$ cat src/rtl/assert_macros.svh
// ----------------------------------------------------------------------------
// Assertion macros shared by the expander RTL
// Clocked assertions, with or without a reset disable. Compiled out for
// synthesis.
// ----------------------------------------------------------------------------
`ifndef ASSERT_MACROS_SVH
`define ASSERT_MACROS_SVH

`ifndef SYNTHESIS
// Property checked at every clock edge outside reset
`define DFSE_ASSERT(lbl, clk, rst, prop, msg) \
   lbl: assert property (@(posedge clk) disable iff (rst) (prop)) else $error(msg);
// Property checked at every clock edge, reset included
`define DFSE_ASSERT_ALWAYS(lbl, clk, prop, msg) \
   lbl: assert property (@(posedge clk) (prop)) else $error(msg);
`else
`define DFSE_ASSERT(lbl, clk, rst, prop, msg)
`define DFSE_ASSERT_ALWAYS(lbl, clk, prop, msg)
`endif

`endif

$ cat src/rtl/dfse_pkg.sv
`timescale 1ns / 1ps
// ----------------------------------------------------------------------------
// Decimal format expander package
// Types, character codes and sizing constants shared by the expander.
// ----------------------------------------------------------------------------
package dfse_pkg;

   // Sizing
   localparam int CAP_W        = 13;
   localparam int POS_W        = 12;
   localparam int ARG_W        = 32;
   localparam logic [CAP_W-1:0] MAX_CAPACITY = 13'd4096;
   localparam logic [CAP_W-1:0] MIN_CAPACITY = 13'd2;

   // Command and result queues
   localparam int QUEUE_DEPTH  = 4;
   localparam int QUEUE_AW     = $clog2(QUEUE_DEPTH);

   // Decimal conversion: multiply by reciprocal of ten, then shift
   localparam int NUM_DIGITS   = 10;
   localparam int DIG_IDX_W    = $clog2(NUM_DIGITS);
   localparam logic [ARG_W-1:0] RECIP_10 = 32'hCCCC_CCCD;
   localparam int RECIP_SHIFT  = 35;
   localparam int QUO_W        = 2*ARG_W - RECIP_SHIFT;

   // Character codes
   localparam logic [7:0] CHAR_PERCENT = 8'h25;
   localparam logic [7:0] CHAR_D       = 8'h64;
   localparam logic [7:0] CHAR_NL      = 8'h0A;
   localparam logic [7:0] CHAR_MINUS   = 8'h2D;
   localparam logic [7:0] CHAR_ZERO    = 8'h30;
   localparam logic [7:0] CHAR_NUL     = 8'h00;

   // Register indexes
   localparam logic [2:0] CSR_ARG_A     = 3'd0;
   localparam logic [2:0] CSR_ARG_B     = 3'd1;
   localparam logic [2:0] CSR_ARG_C     = 3'd2;
   localparam logic [2:0] CSR_ARG_COUNT = 3'd3;
   localparam logic [2:0] CSR_CAPACITY  = 3'd4;

   // Character class decided at the front
   typedef enum logic [1:0] {
      CLS_PLAIN    = 2'd0,
      CLS_PERCENT  = 2'd1,
      CLS_LETTER_D = 2'd2
   } cls_type;

   // Parse mode of the back end
   typedef enum logic [2:0] {
      MODE_NORMAL  = 3'b001,
      MODE_PERCENT = 3'b010,
      MODE_AFTER_D = 3'b100
   } mode_type;

   typedef struct packed {
      logic [7:0] ch;
      logic       has_char;
      logic       is_last;
      cls_type    cls;
   } cmd_type;

   typedef struct packed {
      logic [POS_W-1:0] position;
      logic [7:0]       out_char;
      logic             end_of_run;
   } rsp_type;

   typedef struct packed {
      logic [ARG_W-1:0] arg_a;
      logic [ARG_W-1:0] arg_b;
      logic [ARG_W-1:0] arg_c;
      logic [1:0]       arg_count;
      logic [CAP_W-1:0] capacity;
   } cfg_type;

endpackage

$ cat src/rtl/dfse_front.sv
`timescale 1ns / 1ps
// ----------------------------------------------------------------------------
// Expander front end
// Accepts message items, tags each with its character class and holds them
// in a short command queue for the back end.
// ----------------------------------------------------------------------------
module dfse_front (
   input  logic              clock,
   input  logic              reset,
   input  logic [7:0]        req_ch,
   input  logic              req_has_char,
   input  logic              req_is_last,
   input  logic              req_push,
   output logic              req_full,
   output dfse_pkg::cmd_type cmd_head,
   output logic              cmd_valid,
   input  logic              cmd_pop
);
   import dfse_pkg::*;

   cmd_type                cmd_new;
   cmd_type                queue_ff [QUEUE_DEPTH];
   logic [QUEUE_AW-1:0]    wr_ptr_ff, wr_ptr_in;
   logic [QUEUE_AW-1:0]    rd_ptr_ff, rd_ptr_in;
   logic [QUEUE_AW:0]      count_ff, count_in;
   logic                   do_push;
   logic                   do_pop;

   // Classify the incoming character
   always_comb begin
      cmd_new.ch       = req_ch;
      cmd_new.has_char = req_has_char;
      cmd_new.is_last  = req_is_last;
      if (req_ch == CHAR_PERCENT) begin
         cmd_new.cls = CLS_PERCENT;
      end else if (req_ch == CHAR_D) begin
         cmd_new.cls = CLS_LETTER_D;
      end else begin
         cmd_new.cls = CLS_PLAIN;
      end
   end

   assign req_full  = (count_ff == (QUEUE_AW+1)'(QUEUE_DEPTH));
   assign cmd_valid = (count_ff != '0);
   assign cmd_head  = queue_ff[rd_ptr_ff];
   assign do_push   = req_push & ~req_full;
   assign do_pop    = cmd_pop & cmd_valid;

   // Queue pointers
   always_comb begin
      wr_ptr_in = wr_ptr_ff + QUEUE_AW'(do_push);
      rd_ptr_in = rd_ptr_ff + QUEUE_AW'(do_pop);
      count_in  = count_ff + (QUEUE_AW+1)'(do_push) - (QUEUE_AW+1)'(do_pop);
   end

   always_ff @(posedge clock) begin
      if (reset) begin
         wr_ptr_ff <= '0;
         rd_ptr_ff <= '0;
         count_ff  <= '0;
      end else begin
         wr_ptr_ff <= wr_ptr_in;
         rd_ptr_ff <= rd_ptr_in;
         count_ff  <= count_in;
      end
   end

   // Queue storage
   always_ff @(posedge clock) begin
      if (do_push) begin
         queue_ff[wr_ptr_ff] <= cmd_new;
      end
   end

endmodule

$ cat src/rtl/dfse_rspq.sv
`timescale 1ns / 1ps
// ----------------------------------------------------------------------------
// Expander result queue
// Holds finished result items so the back end keeps working while the
// consumer stalls, until the queue is full.
// ----------------------------------------------------------------------------
module dfse_rspq (
   input  logic              clock,
   input  logic              reset,
   input  dfse_pkg::rsp_type wr_item,
   input  logic              wr_en,
   output logic              wr_full,
   output dfse_pkg::rsp_type rd_item,
   output logic              rd_empty,
   input  logic              rd_pop
);
   import dfse_pkg::*;

   rsp_type                queue_ff [QUEUE_DEPTH];
   logic [QUEUE_AW-1:0]    wr_ptr_ff, wr_ptr_in;
   logic [QUEUE_AW-1:0]    rd_ptr_ff, rd_ptr_in;
   logic [QUEUE_AW:0]      count_ff, count_in;
   logic                   do_push;
   logic                   do_pop;

   assign wr_full  = (count_ff == (QUEUE_AW+1)'(QUEUE_DEPTH));
   assign rd_empty = (count_ff == '0);
   assign rd_item  = queue_ff[rd_ptr_ff];
   assign do_push  = wr_en & ~wr_full;
   assign do_pop   = rd_pop & ~rd_empty;

   // Queue pointers
   always_comb begin
      wr_ptr_in = wr_ptr_ff + QUEUE_AW'(do_push);
      rd_ptr_in = rd_ptr_ff + QUEUE_AW'(do_pop);
      count_in  = count_ff + (QUEUE_AW+1)'(do_push) - (QUEUE_AW+1)'(do_pop);
   end

   always_ff @(posedge clock) begin
      if (reset) begin
         wr_ptr_ff <= '0;
         rd_ptr_ff <= '0;
         count_ff  <= '0;
      end else begin
         wr_ptr_ff <= wr_ptr_in;
         rd_ptr_ff <= rd_ptr_in;
         count_ff  <= count_in;
      end
   end

   // Queue storage
   always_ff @(posedge clock) begin
      if (do_push) begin
         queue_ff[wr_ptr_ff] <= wr_item;
      end
   end

endmodule

$ cat src/rtl/dfse_back.sv
`timescale 1ns / 1ps
`include "assert_macros.svh"
// ----------------------------------------------------------------------------
// Expander back end
// Sequencer that tracks the parse mode and write position, converts arguments to
// decimal through a shared reciprocal-multiply digit unit and emits result items
// into the result queue, stalling while it is full; takes commands only when idle.
// ----------------------------------------------------------------------------
module dfse_back (
   input  logic              clock,
   input  logic              reset,
   input  dfse_pkg::cfg_type cfg,
   input  dfse_pkg::cmd_type cmd_head,
   input  logic              cmd_valid,
   output logic              cmd_pop,
   output dfse_pkg::rsp_type out_item,
   output logic              out_push,
   input  logic              rspq_full
);
   import dfse_pkg::*;

   typedef enum logic [8:0] {
      ST_IDLE    = 9'b0_0000_0001,
      ST_PCT     = 9'b0_0000_0010,
      ST_CHAR    = 9'b0_0000_0100,
      ST_DIV_MUL = 9'b0_0000_1000,
      ST_DIV_REM = 9'b0_0001_0000,
      ST_SIGN    = 9'b0_0010_0000,
      ST_DIGIT   = 9'b0_0100_0000,
      ST_NL      = 9'b0_1000_0000,
      ST_NUL     = 9'b1_0000_0000
   } state_type;

   state_type              state_ff, state_in;
   mode_type               mode_ff, mode_in;
   logic [CAP_W-1:0]       wc_ff, wc_in;
   logic [1:0]             next_arg_ff, next_arg_in;
   cmd_type                cmd_ff, cmd_in;
   logic                   neg_ff, neg_in;
   logic [ARG_W-1:0]       mag_ff, mag_in;
   logic [2*ARG_W-1:0]     prod_ff, prod_in;
   logic [3:0]             digits_ff [NUM_DIGITS];
   logic [DIG_IDX_W-1:0]   nd_ff, nd_in;
   logic [DIG_IDX_W-1:0]   idx_ff, idx_in;

   logic [CAP_W-1:0]       cap;
   logic [CAP_W:0]         wc_plus1;
   logic                   wc_room;
   logic                   num_room;
   logic [1:0]             arg_cnt;
   logic [1:0]             arg_sel;
   logic [2:0]             arg_sel_p1;
   logic [ARG_W-1:0]       arg_raw;
   logic [QUO_W-1:0]       quo;
   logic [ARG_W-1:0]       quo_x10;
   logic [ARG_W-1:0]       rem_full;
   logic                   emit_req;
   logic [CAP_W-1:0]       emit_pos;
   logic [7:0]             emit_char;
   logic                   emit_eor;

   // Effective capacity and room checks
   always_comb begin
      if (cfg.capacity < MIN_CAPACITY) begin
         cap = MIN_CAPACITY;
      end else if (cfg.capacity > MAX_CAPACITY) begin
         cap = MAX_CAPACITY;
      end else begin
         cap = cfg.capacity;
      end
      wc_plus1 = {1'b0, wc_ff} + (CAP_W+1)'(1);
      wc_room  = (wc_ff < cap);
      num_room = (wc_plus1 < {1'b0, cap});
   end

   // Argument selection, cycling through the active count
   always_comb begin
      arg_cnt    = (cfg.arg_count == 2'd0) ? 2'd1 : cfg.arg_count;
      arg_sel    = (next_arg_ff < arg_cnt) ? next_arg_ff : 2'd0;
      arg_sel_p1 = {1'b0, arg_sel} + 3'd1;
      priority if (arg_sel == 2'd0) begin
         arg_raw = cfg.arg_a;
      end else if (arg_sel == 2'd1) begin
         arg_raw = cfg.arg_b;
      end else begin
         arg_raw = cfg.arg_c;
      end
   end

   // Digit unit: quotient from the registered product, remainder by subtract
   always_comb begin
      quo      = prod_ff[2*ARG_W-1:RECIP_SHIFT];
      quo_x10  = {quo, 3'b000} + {2'b00, quo, 1'b0};
      rem_full = mag_ff - quo_x10;
      prod_in  = 64'(mag_ff) * 64'(RECIP_10);
   end

   // Sequencer
   always_comb begin
      state_in    = state_ff;
      mode_in     = mode_ff;
      wc_in       = wc_ff;
      next_arg_in = next_arg_ff;
      cmd_in      = cmd_ff;
      neg_in      = neg_ff;
      mag_in      = mag_ff;
      nd_in       = nd_ff;
      idx_in      = idx_ff;
      cmd_pop     = 1'b0;
      emit_req    = 1'b0;
      emit_pos    = wc_ff;
      emit_char   = cmd_ff.ch;
      emit_eor    = 1'b0;

      unique case (state_ff)
         ST_IDLE: begin
            if (cmd_valid) begin
               cmd_pop  = 1'b1;
               cmd_in   = cmd_head;
               state_in = cmd_head.is_last ? ST_NL : ST_IDLE;
               if (cmd_head.has_char && wc_room) begin
                  unique case (mode_ff)
                     MODE_PERCENT: begin
                        if (cmd_head.cls == CLS_LETTER_D) begin
                           mode_in     = MODE_AFTER_D;
                           neg_in      = arg_raw[ARG_W-1];
                           mag_in      = arg_raw[ARG_W-1] ? (ARG_W'(0) - arg_raw) : arg_raw;
                           next_arg_in = (arg_sel_p1 >= {1'b0, arg_cnt}) ? 2'd0
                                                                         : arg_sel_p1[1:0];
                           nd_in       = '0;
                           state_in    = ST_DIV_MUL;
                        end else begin
                           mode_in  = MODE_NORMAL;
                           state_in = ST_PCT;
                        end
                     end
                     MODE_AFTER_D: begin
                        mode_in  = MODE_NORMAL;
                        state_in = ST_CHAR;
                     end
                     default: begin
                        if (cmd_head.cls == CLS_PERCENT) begin
                           mode_in = MODE_PERCENT;
                        end else begin
                           state_in = ST_CHAR;
                        end
                     end
                  endcase
               end
            end
         end
         ST_PCT: begin
            emit_req  = 1'b1;
            emit_char = CHAR_PERCENT;
            if (!rspq_full) begin
               wc_in    = wc_plus1[CAP_W-1:0];
               state_in = ST_CHAR;
            end
         end
         ST_CHAR: begin
            // second character of a percent pair is dropped when full
            if (wc_room) begin
               emit_req = 1'b1;
               if (!rspq_full) begin
                  wc_in    = wc_plus1[CAP_W-1:0];
                  state_in = cmd_ff.is_last ? ST_NL : ST_IDLE;
               end
            end else begin
               state_in = cmd_ff.is_last ? ST_NL : ST_IDLE;
            end
         end
         ST_DIV_MUL: begin
            state_in = ST_DIV_REM;
         end
         ST_DIV_REM: begin
            mag_in = ARG_W'(quo);
            nd_in  = nd_ff + DIG_IDX_W'(1);
            if (quo == '0 || nd_ff == DIG_IDX_W'(NUM_DIGITS - 1)) begin
               state_in = ST_SIGN;
            end else begin
               state_in = ST_DIV_MUL;
            end
         end
         ST_SIGN: begin
            idx_in = nd_ff - DIG_IDX_W'(1);
            if (neg_ff && num_room) begin
               emit_req  = 1'b1;
               emit_char = CHAR_MINUS;
               if (!rspq_full) begin
                  wc_in    = wc_plus1[CAP_W-1:0];
                  state_in = ST_DIGIT;
               end
            end else begin
               state_in = ST_DIGIT;
            end
         end
         ST_DIGIT: begin
            // digits go out most significant first; one slot kept free
            emit_char = CHAR_ZERO + {4'b0000, digits_ff[idx_ff]};
            if (num_room) begin
               emit_req = 1'b1;
            end
            if (!num_room || !rspq_full) begin
               if (num_room) begin
                  wc_in = wc_plus1[CAP_W-1:0];
               end
               if (idx_ff == '0) begin
                  state_in = cmd_ff.is_last ? ST_NL : ST_IDLE;
               end else begin
                  idx_in = idx_ff - DIG_IDX_W'(1);
               end
            end
         end
         ST_NL: begin
            emit_req  = 1'b1;
            emit_char = CHAR_NL;
            emit_pos  = num_room ? wc_ff : (cap - CAP_W'(2));
            if (!rspq_full) begin
               state_in = ST_NUL;
            end
         end
         ST_NUL: begin
            emit_req  = 1'b1;
            emit_char = CHAR_NUL;
            emit_eor  = 1'b1;
            emit_pos  = num_room ? wc_plus1[CAP_W-1:0] : (cap - CAP_W'(1));
            if (!rspq_full) begin
               mode_in     = MODE_NORMAL;
               wc_in       = '0;
               next_arg_in = 2'd0;
               state_in    = ST_IDLE;
            end
         end
         default: begin
            state_in = ST_IDLE;
         end
      endcase
   end

   assign out_push            = emit_req & ~rspq_full;
   assign out_item.position   = emit_pos[POS_W-1:0];
   assign out_item.out_char   = emit_char;
   assign out_item.end_of_run = emit_eor;

   // Control state
   always_ff @(posedge clock) begin
      if (reset) begin
         state_ff    <= ST_IDLE;
         mode_ff     <= MODE_NORMAL;
         wc_ff       <= '0;
         next_arg_ff <= 2'd0;
      end else begin
         state_ff    <= state_in;
         mode_ff     <= mode_in;
         wc_ff       <= wc_in;
         next_arg_ff <= next_arg_in;
      end
   end

   // Datapath registers
   always_ff @(posedge clock) begin
      cmd_ff  <= cmd_in;
      neg_ff  <= neg_in;
      mag_ff  <= mag_in;
      prod_ff <= prod_in;
      nd_ff   <= nd_in;
      idx_ff  <= idx_in;
      if (state_ff == ST_DIV_REM) begin
         digits_ff[nd_ff] <= rem_full[3:0];
      end
   end

   // Checks
   `DFSE_ASSERT(a_digit_count, clock, reset, (state_ff == ST_DIV_REM) |-> (nd_ff < DIG_IDX_W'(NUM_DIGITS)), "digit buffer overrun")
   `DFSE_ASSERT(a_digit_value, clock, reset, (state_ff == ST_DIV_REM) |-> (rem_full < 32'd10), "digit unit remainder out of range")
   `DFSE_ASSERT(a_run_end, clock, reset, (out_push && out_item.end_of_run) |=> (wc_ff == '0 && mode_ff == MODE_NORMAL && state_ff == ST_IDLE), "state not cleared after terminator")
   `DFSE_ASSERT(a_nl_then_nul, clock, reset, (state_ff == ST_NL) |=> (state_ff == ST_NL || state_ff == ST_NUL), "newline not followed by terminator")

endmodule

$ cat src/rtl/decimal_format_string_expander_top.sv
`timescale 1ns / 1ps
// ----------------------------------------------------------------------------
// Decimal format string expander
// Expands a message with %d substitutions into positioned output characters.
// ----------------------------------------------------------------------------
// Plain character: decoded in the idle state of the back-end sequencer and
//   emitted from the character state into the result queue.
// %d: decoded in the idle state, then a multiply and a remainder state per
//   decimal digit in the digit unit, a sign state and a digit state per digit slot.
// End of message adds a newline state and a terminator state.
// Synchronous reset clears both queues, the parse state and the configuration registers.
module decimal_format_string_expander_top (
   input  logic        clock,
   input  logic        reset,
   // message items
   input  logic [7:0]  req_ch,
   input  logic        req_has_char,
   input  logic        req_is_last,
   input  logic        push,
   output logic        full,
   // result items
   output logic [11:0] rsp_position,
   output logic [7:0]  rsp_out_char,
   output logic        rsp_end_of_run,
   output logic        empty,
   input  logic        pop,
   // configuration
   input  logic        csr_write_en,
   input  logic [2:0]  csr_index,
   input  logic [31:0] csr_wdata
);
   import dfse_pkg::*;

   cfg_type cfg_ff, cfg_in;
   cmd_type cmd_head;
   logic    cmd_valid;
   logic    cmd_pop;
   rsp_type back_item;
   logic    back_push;
   logic    rspq_full;
   rsp_type rsp_item;

   // Configuration registers
   always_comb begin
      cfg_in = cfg_ff;
      if (csr_write_en) begin
         unique case (csr_index)
            CSR_ARG_A:     cfg_in.arg_a     = csr_wdata;
            CSR_ARG_B:     cfg_in.arg_b     = csr_wdata;
            CSR_ARG_C:     cfg_in.arg_c     = csr_wdata;
            CSR_ARG_COUNT: cfg_in.arg_count = csr_wdata[1:0];
            CSR_CAPACITY:  cfg_in.capacity  = csr_wdata[CAP_W-1:0];
            default:       cfg_in = cfg_ff;
         endcase
      end
   end

   always_ff @(posedge clock) begin
      if (reset) begin
         cfg_ff.arg_a     <= '0;
         cfg_ff.arg_b     <= '0;
         cfg_ff.arg_c     <= '0;
         cfg_ff.arg_count <= 2'd3;
         cfg_ff.capacity  <= 13'd350;
      end else begin
         cfg_ff <= cfg_in;
      end
   end

   // Front end and command queue
   dfse_front u_front (
      .clock        (clock),
      .reset        (reset),
      .req_ch       (req_ch),
      .req_has_char (req_has_char),
      .req_is_last  (req_is_last),
      .req_push     (push),
      .req_full     (full),
      .cmd_head     (cmd_head),
      .cmd_valid    (cmd_valid),
      .cmd_pop      (cmd_pop)
   );

   // Back end sequencer and digit unit
   dfse_back u_back (
      .clock     (clock),
      .reset     (reset),
      .cfg       (cfg_ff),
      .cmd_head  (cmd_head),
      .cmd_valid (cmd_valid),
      .cmd_pop   (cmd_pop),
      .out_item  (back_item),
      .out_push  (back_push),
      .rspq_full (rspq_full)
   );

   // Result queue
   dfse_rspq u_rspq (
      .clock    (clock),
      .reset    (reset),
      .wr_item  (back_item),
      .wr_en    (back_push),
      .wr_full  (rspq_full),
      .rd_item  (rsp_item),
      .rd_empty (empty),
      .rd_pop   (pop)
   );

   assign rsp_position   = rsp_item.position;
   assign rsp_out_char   = rsp_item.out_char;
   assign rsp_end_of_run = rsp_item.end_of_run;

endmodule

$ cat config.mk
export PLATFORM = sky130hd
export DESIGN_NAME = decimal_format_string_expander_top
export DESIGN_NICKNAME = d
export VERILOG_FILES = /design/src/rtl/dfse_pkg.sv /design/src/rtl/dfse_front.sv /design/src/rtl/dfse_rspq.sv /design/src/rtl/dfse_back.sv /design/src/rtl/decimal_format_string_expander_top.sv
export VERILOG_INCLUDE_DIRS = /design/src /design/src/rtl
export SDC_FILE = /design/constraint.sdc
export NUM_CORES = 2
export LEC_CHECK = 0
export BUFFER_PORTS_ARGS = -buffer_cell sky130_fd_sc_hd__buf_4
export CORE_ASPECT_RATIO = 0.75
export CORE_UTILIZATION = 61
export CTS_BUF_LIST = sky130_fd_sc_hd__clkbuf_4
export DETAILED_ROUTE_END_ITERATION = 6
export PLACE_DENSITY = 0.78
export SYNTH_ARGS = -nofsm -noshare
export SYNTH_HDL_FRONTEND = slang
export SYNTH_SLANG_ARGS = --single-unit
$ cat constraint.sdc
create_clock -name clock -period 9.5 [get_ports clock]
set_input_delay 1.425 -clock clock [delete_from_list [all_inputs] [get_ports clock]]
set_output_delay 1.425 -clock clock [all_outputs]
set_load 0.01 [all_outputs]
==> results by group <==
GRT
  • GRT Total Usage: 0.326
  • Vias in the first global route: between 20000 and 30000
  • GRT overflow: 0
  • Initial antenna violation count: 1
  • Global-route wire length before repair: between 100000 and 150000 um
  • Largest net degree at the start of global routing: 96

Layout
  • Commonest non-fill, non-tap cell in the layout: inv_1
  • Fill cells: around 4400
  • Register Area: a little over 10000 sq um
  • Layout area overhead: 7.12%
  • Nets: around 4400
  • Post-layout util: 0.662
  • Most frequent cells in the layout: inv_1 (638), ha_1 (396), fa_1 (390)
  • Layout cells sized above 1: 0.101
  • Multi-input gate area: 22400 sq um

Placed design
  • Global placer's final weighted congestion: 1.03
  • HPWL Detailed: roughly 75000 um
  • I/O Buffers: around 70

Pwr
  • Logic gate share of total power: 0.184
  • Sw Share: 0.299
  • PD cells: around 110 nW/um^2
  • Internal: ~3.0 mW
  • Worst vdd ir: around 0.11 mV
  • Psw: between 1 and 1.5 mW
  • Clk pwr share: 0.332
  • Leakage: about 17 nW
  • Register share of total power: 0.484

Detailed routing
  • Residual DRC: 0
  • Detailed Routing Iterations Pass 1: 6
  • WL final: 93100 um
  • Via density: ~5.8
  • DR WL/cell: approximately 21 um
  • Final ANT Viol Nets: 0
  • Iter 0 DRT Violations: between 2000 and 2500
  • Via count: between 20000 and 30000

STA
  • F_max: ~120 MHz
  • Final Cycle Share: 0.885
  • Hold Fails Final Rpt: 0
  • Slew margin rel.: 0.186
  • RSZ-0062 raised after global routing: false
  • Sum Neg Setup Slack: 0 ns
  • Measured slew at the worst slew-check pin: 1.21 ns
  • Final setup fails: 0
  • Slew Viols, Final: 0
  • Min Clock Period, post-route: about 8.4 ns
  • Layout Skew: 0.0928 ns

Synthesis
  • Post-synthesis adder-cell area fraction: 0.360
  • Seq/Total Area, Yosys: 0.292
  • Synth Instances: roughly 3400
  • YS warnings: 0
  • Compound-gate portion of the synthesized area: 0.0916
  • Unique cell type count in the Yosys netlist: about 100
  • Mux share of post-synthesis cell area: 0.0470
  • Syn_area_per_cell: 10.4 sq um
  • Ys flop type: edfxtp_1
  • Simple-gate share of the synthesized area: 0.0984
  • EDFF count, synth: approximately 220
  • Main combinational cell family by area after synthesis: adder cells
  • Post-synth net total: ~4300
  • Async SR Flop Fraction: 0
  • FF+latch count, synth: about 410
  • Post-synthesis cell area: 35600 sq um
  • XOR/XNOR share of the synthesized area: 0.0328

Critical path
  • Crit path largest cell delay: approximately 1 ns
  • Cell family with the largest share of critical-path delay: adder cells
  • WP data required: between 10 and 15 ns
  • Worst Setup End Kind: flip-flop
  • Worst path cell trace: ha_1 > xor2_1 > ha_1 > fa_1 > inv_1 > fa_1 > fa_1 > inv_1 > fa_1 > fa_1 > inv_1 > fa_1 > inv_1 > ha_1 > a21oi_1 > o21ai_0 > a221o_1 > a31oi_1 > nand3_1 > o311ai_0 > nand2_1 > a211oi_1 > xnor2_1
  • CP Max Fanout: 8
  • Worst Path Buf+Inv: 4
  • Crit path launch type: flip-flop
  • Worst path most repeated cell: fa_1
  • Critical path class: flip-flop to flip-flop
  • Arr. time, crit path: roughly 9.2 ns
  • CP max-delay cell: o311ai_0

CTS
  • CTS max path bufs: 3
  • Clock Tree Root: clkbuf_4
  • CTS Sinks: 407
  • CTS H-tree depth: 3
  • Setup bufs post-CTS: 0
  • Hold_buf cts: 0
  • Clock-pin slew on the worst setup and hold paths: about 0.070 ns
  • # resized after CTS: 0
  • CTS tree: built
  • Clock latency on the worst-skew pair: between 0.8 and 0.9 ns
  • TritonCTS buffer count: 97

Run status
  • Status: finished clean

Die
  • Core area: about 58000 sq um
  • Die width: about 280 um
  • Die ar.: a little under 60000 sq um
  • Die Y: 211 um
  • Row count: 76
  • Initial Utilization: 0.618
  • Io pins: between 70 and 80

Flow run
  • Max-cap violations: 0

Worst hold path
  • Hold WC Path Type: flip-flop to flip-flop
## power groups by stage
stage | registers [mW] | clock network [mW] | logic (mW)
2_1_floorplan | 2.08 | 0 | 0.535
4_1_cts | 2.09 | 1.46 | 0.792
5_1_grt | 2.10 | 1.55 | 0.867
3_3_place_gp | 2.12 | 0 | 0.768
3_5_place_dp | 2.12 | 0 | 0.787
6_report | 2.09 | 1.44 | 0.796
## worst reg2reg max path: stages (launching register included)
cell and delay (ns):
edfxtp_1 0.54, ha_1 0.61, xor2_1 0.26, ha_1 0.29, fa_1 0.54, inv_1 0.06, fa_1 0.47, fa_1 0.50
inv_1 0.06, fa_1 0.50, fa_1 0.54, inv_1 0.05, fa_1 0.59, inv_1 0.06, ha_1 0.35, a21oi_1 0.19
o21ai_0 0.18, a221o_1 0.41, a31oi_1 0.25, nand3_1 0.22, o311ai_0 1.03, nand2_1 0.16, a211oi_1 0.32, xnor2_1 0.16
## flip-flops by register name, summed over array words and instances, names as in the netlist, named ones only
| signal | count |
|---|---|
| cfg_ff | 111 |
| u_back.cmd_ff | 9 |
| u_back.digits_ff | 40 |
| u_back.idx_ff | 4 |
| u_back.mag_ff | 32 |
| u_back.mode_ff | 3 |
| u_back.nd_ff | 4 |
| u_back.neg_ff | 1 |
| u_back.next_arg_ff | 2 |
| u_back.prod_ff | 29 |
| u_back.state_ff | 9 |
| u_back.wc_ff | 13 |
| u_front.count_ff | 3 |
| u_front.queue_ff | 48 |
| u_front.rd_ptr_ff | 2 |
| u_front.wr_ptr_ff | 2 |
| u_rspq.count_ff | 3 |
| u_rspq.queue_ff | 84 |
| u_rspq.rd_ptr_ff | 2 |
| u_rspq.wr_ptr_ff | 2 |
## Yosys cell counts (15+ instances only)
cell type	n	area, sq um
a211oi_1	17	128
a21o_1	43	323
a21oi_1	228	1140
and2_1	29	181
and3_1	23	144
clkbuf_1	78	293
dfxtp_1	185	3700
edfxtp_1	222	6670
fa_1	390	7810
ha_1	398	4980
inv_1	638	2390
mux2_2	22	248
mux2i_1	51	510
mux4_2	40	901
nand2_1	363	1360
nand2b_1	24	150
nand3_1	29	145
nand3b_1	17	128
nand4_1	22	138
nor2_1	97	364
nor2b_1	24	150
nor3_1	29	145
o21a_1	15	113
o21ai_0	91	455
xnor2_1	64	561
xor2_1	69	604
## kinds of logic (layout without fill, tap and decap cells)
group	after synthesis	after routing
flip-flops	407	407
buffers and inverters	740	911
AND/OR/NAND/NOR	733	733
XOR/XNOR	133	133
AO/OA/AOI/OAI	516	516
adder cells (fa/ha/maj)	788	788
multiplexers	114	114
other	0	1
## routing by layer
layer	wire length (um)	global-route usage	up-vias
met5	0	0	-
met3	11400	0.112	142
met4	2590	0.0987	0
li1	-	-	11600
met1	41200	0.483	12500
met2	37800	0.449	1206
## stage by stage
| step | setup slack (ns) | hold WS, ns | instance area [sq um] | instances | total power, mW |
|---|---|---|---|---|---|
| 6_report | 1.09 | 0.455 | 38100 | 4383 | 4.32 |
| 2_1_floorplan | 2.45 | 0.432 | 35600 | 3431 | 2.61 |
| 5_1_grt | 0.810 | 0.469 | 38100 | 4383 | 4.51 |
| 3_5_place_dp | 1.43 | 0.445 | 36800 | 4200 | 2.91 |
| 3_3_place_gp | 1.65 | 0.439 | 36800 | 4200 | 2.89 |
| 4_1_cts | 1.41 | 0.456 | 38100 | 4382 | 4.33 |
## final timing paths
kind | slack, ns | from | to | cells after the start
max | 1.09 | u_back.mag_ff[9] | u_back.prod_ff[63] | 23
min | 0.45 | cfg_ff[104] | cfg_ff[104] | 2
max reg2reg | 1.09 | u_back.mag_ff[9] | u_back.prod_ff[63] | 23
min reg2reg | 0.45 | cfg_ff[104] | cfg_ff[104] | 2
## layout make-up
| type | instances | area share |
|---|---|---|
| multi-input combinational | 2284 | 0.589 |
| sequential | 407 | 0.272 |
| inverter | 638 | 0.0629 |
| clock buffer | 140 | 0.0276 |
| tap | 780 | 0.0256 |
| timing repair buffer | 91 | 0.0179 |
| clock inverter | 42 | 0.00516 |
| antenna | 1 | 0.0000657 |
Note: power is estimated with default switching activity, not from simulation.
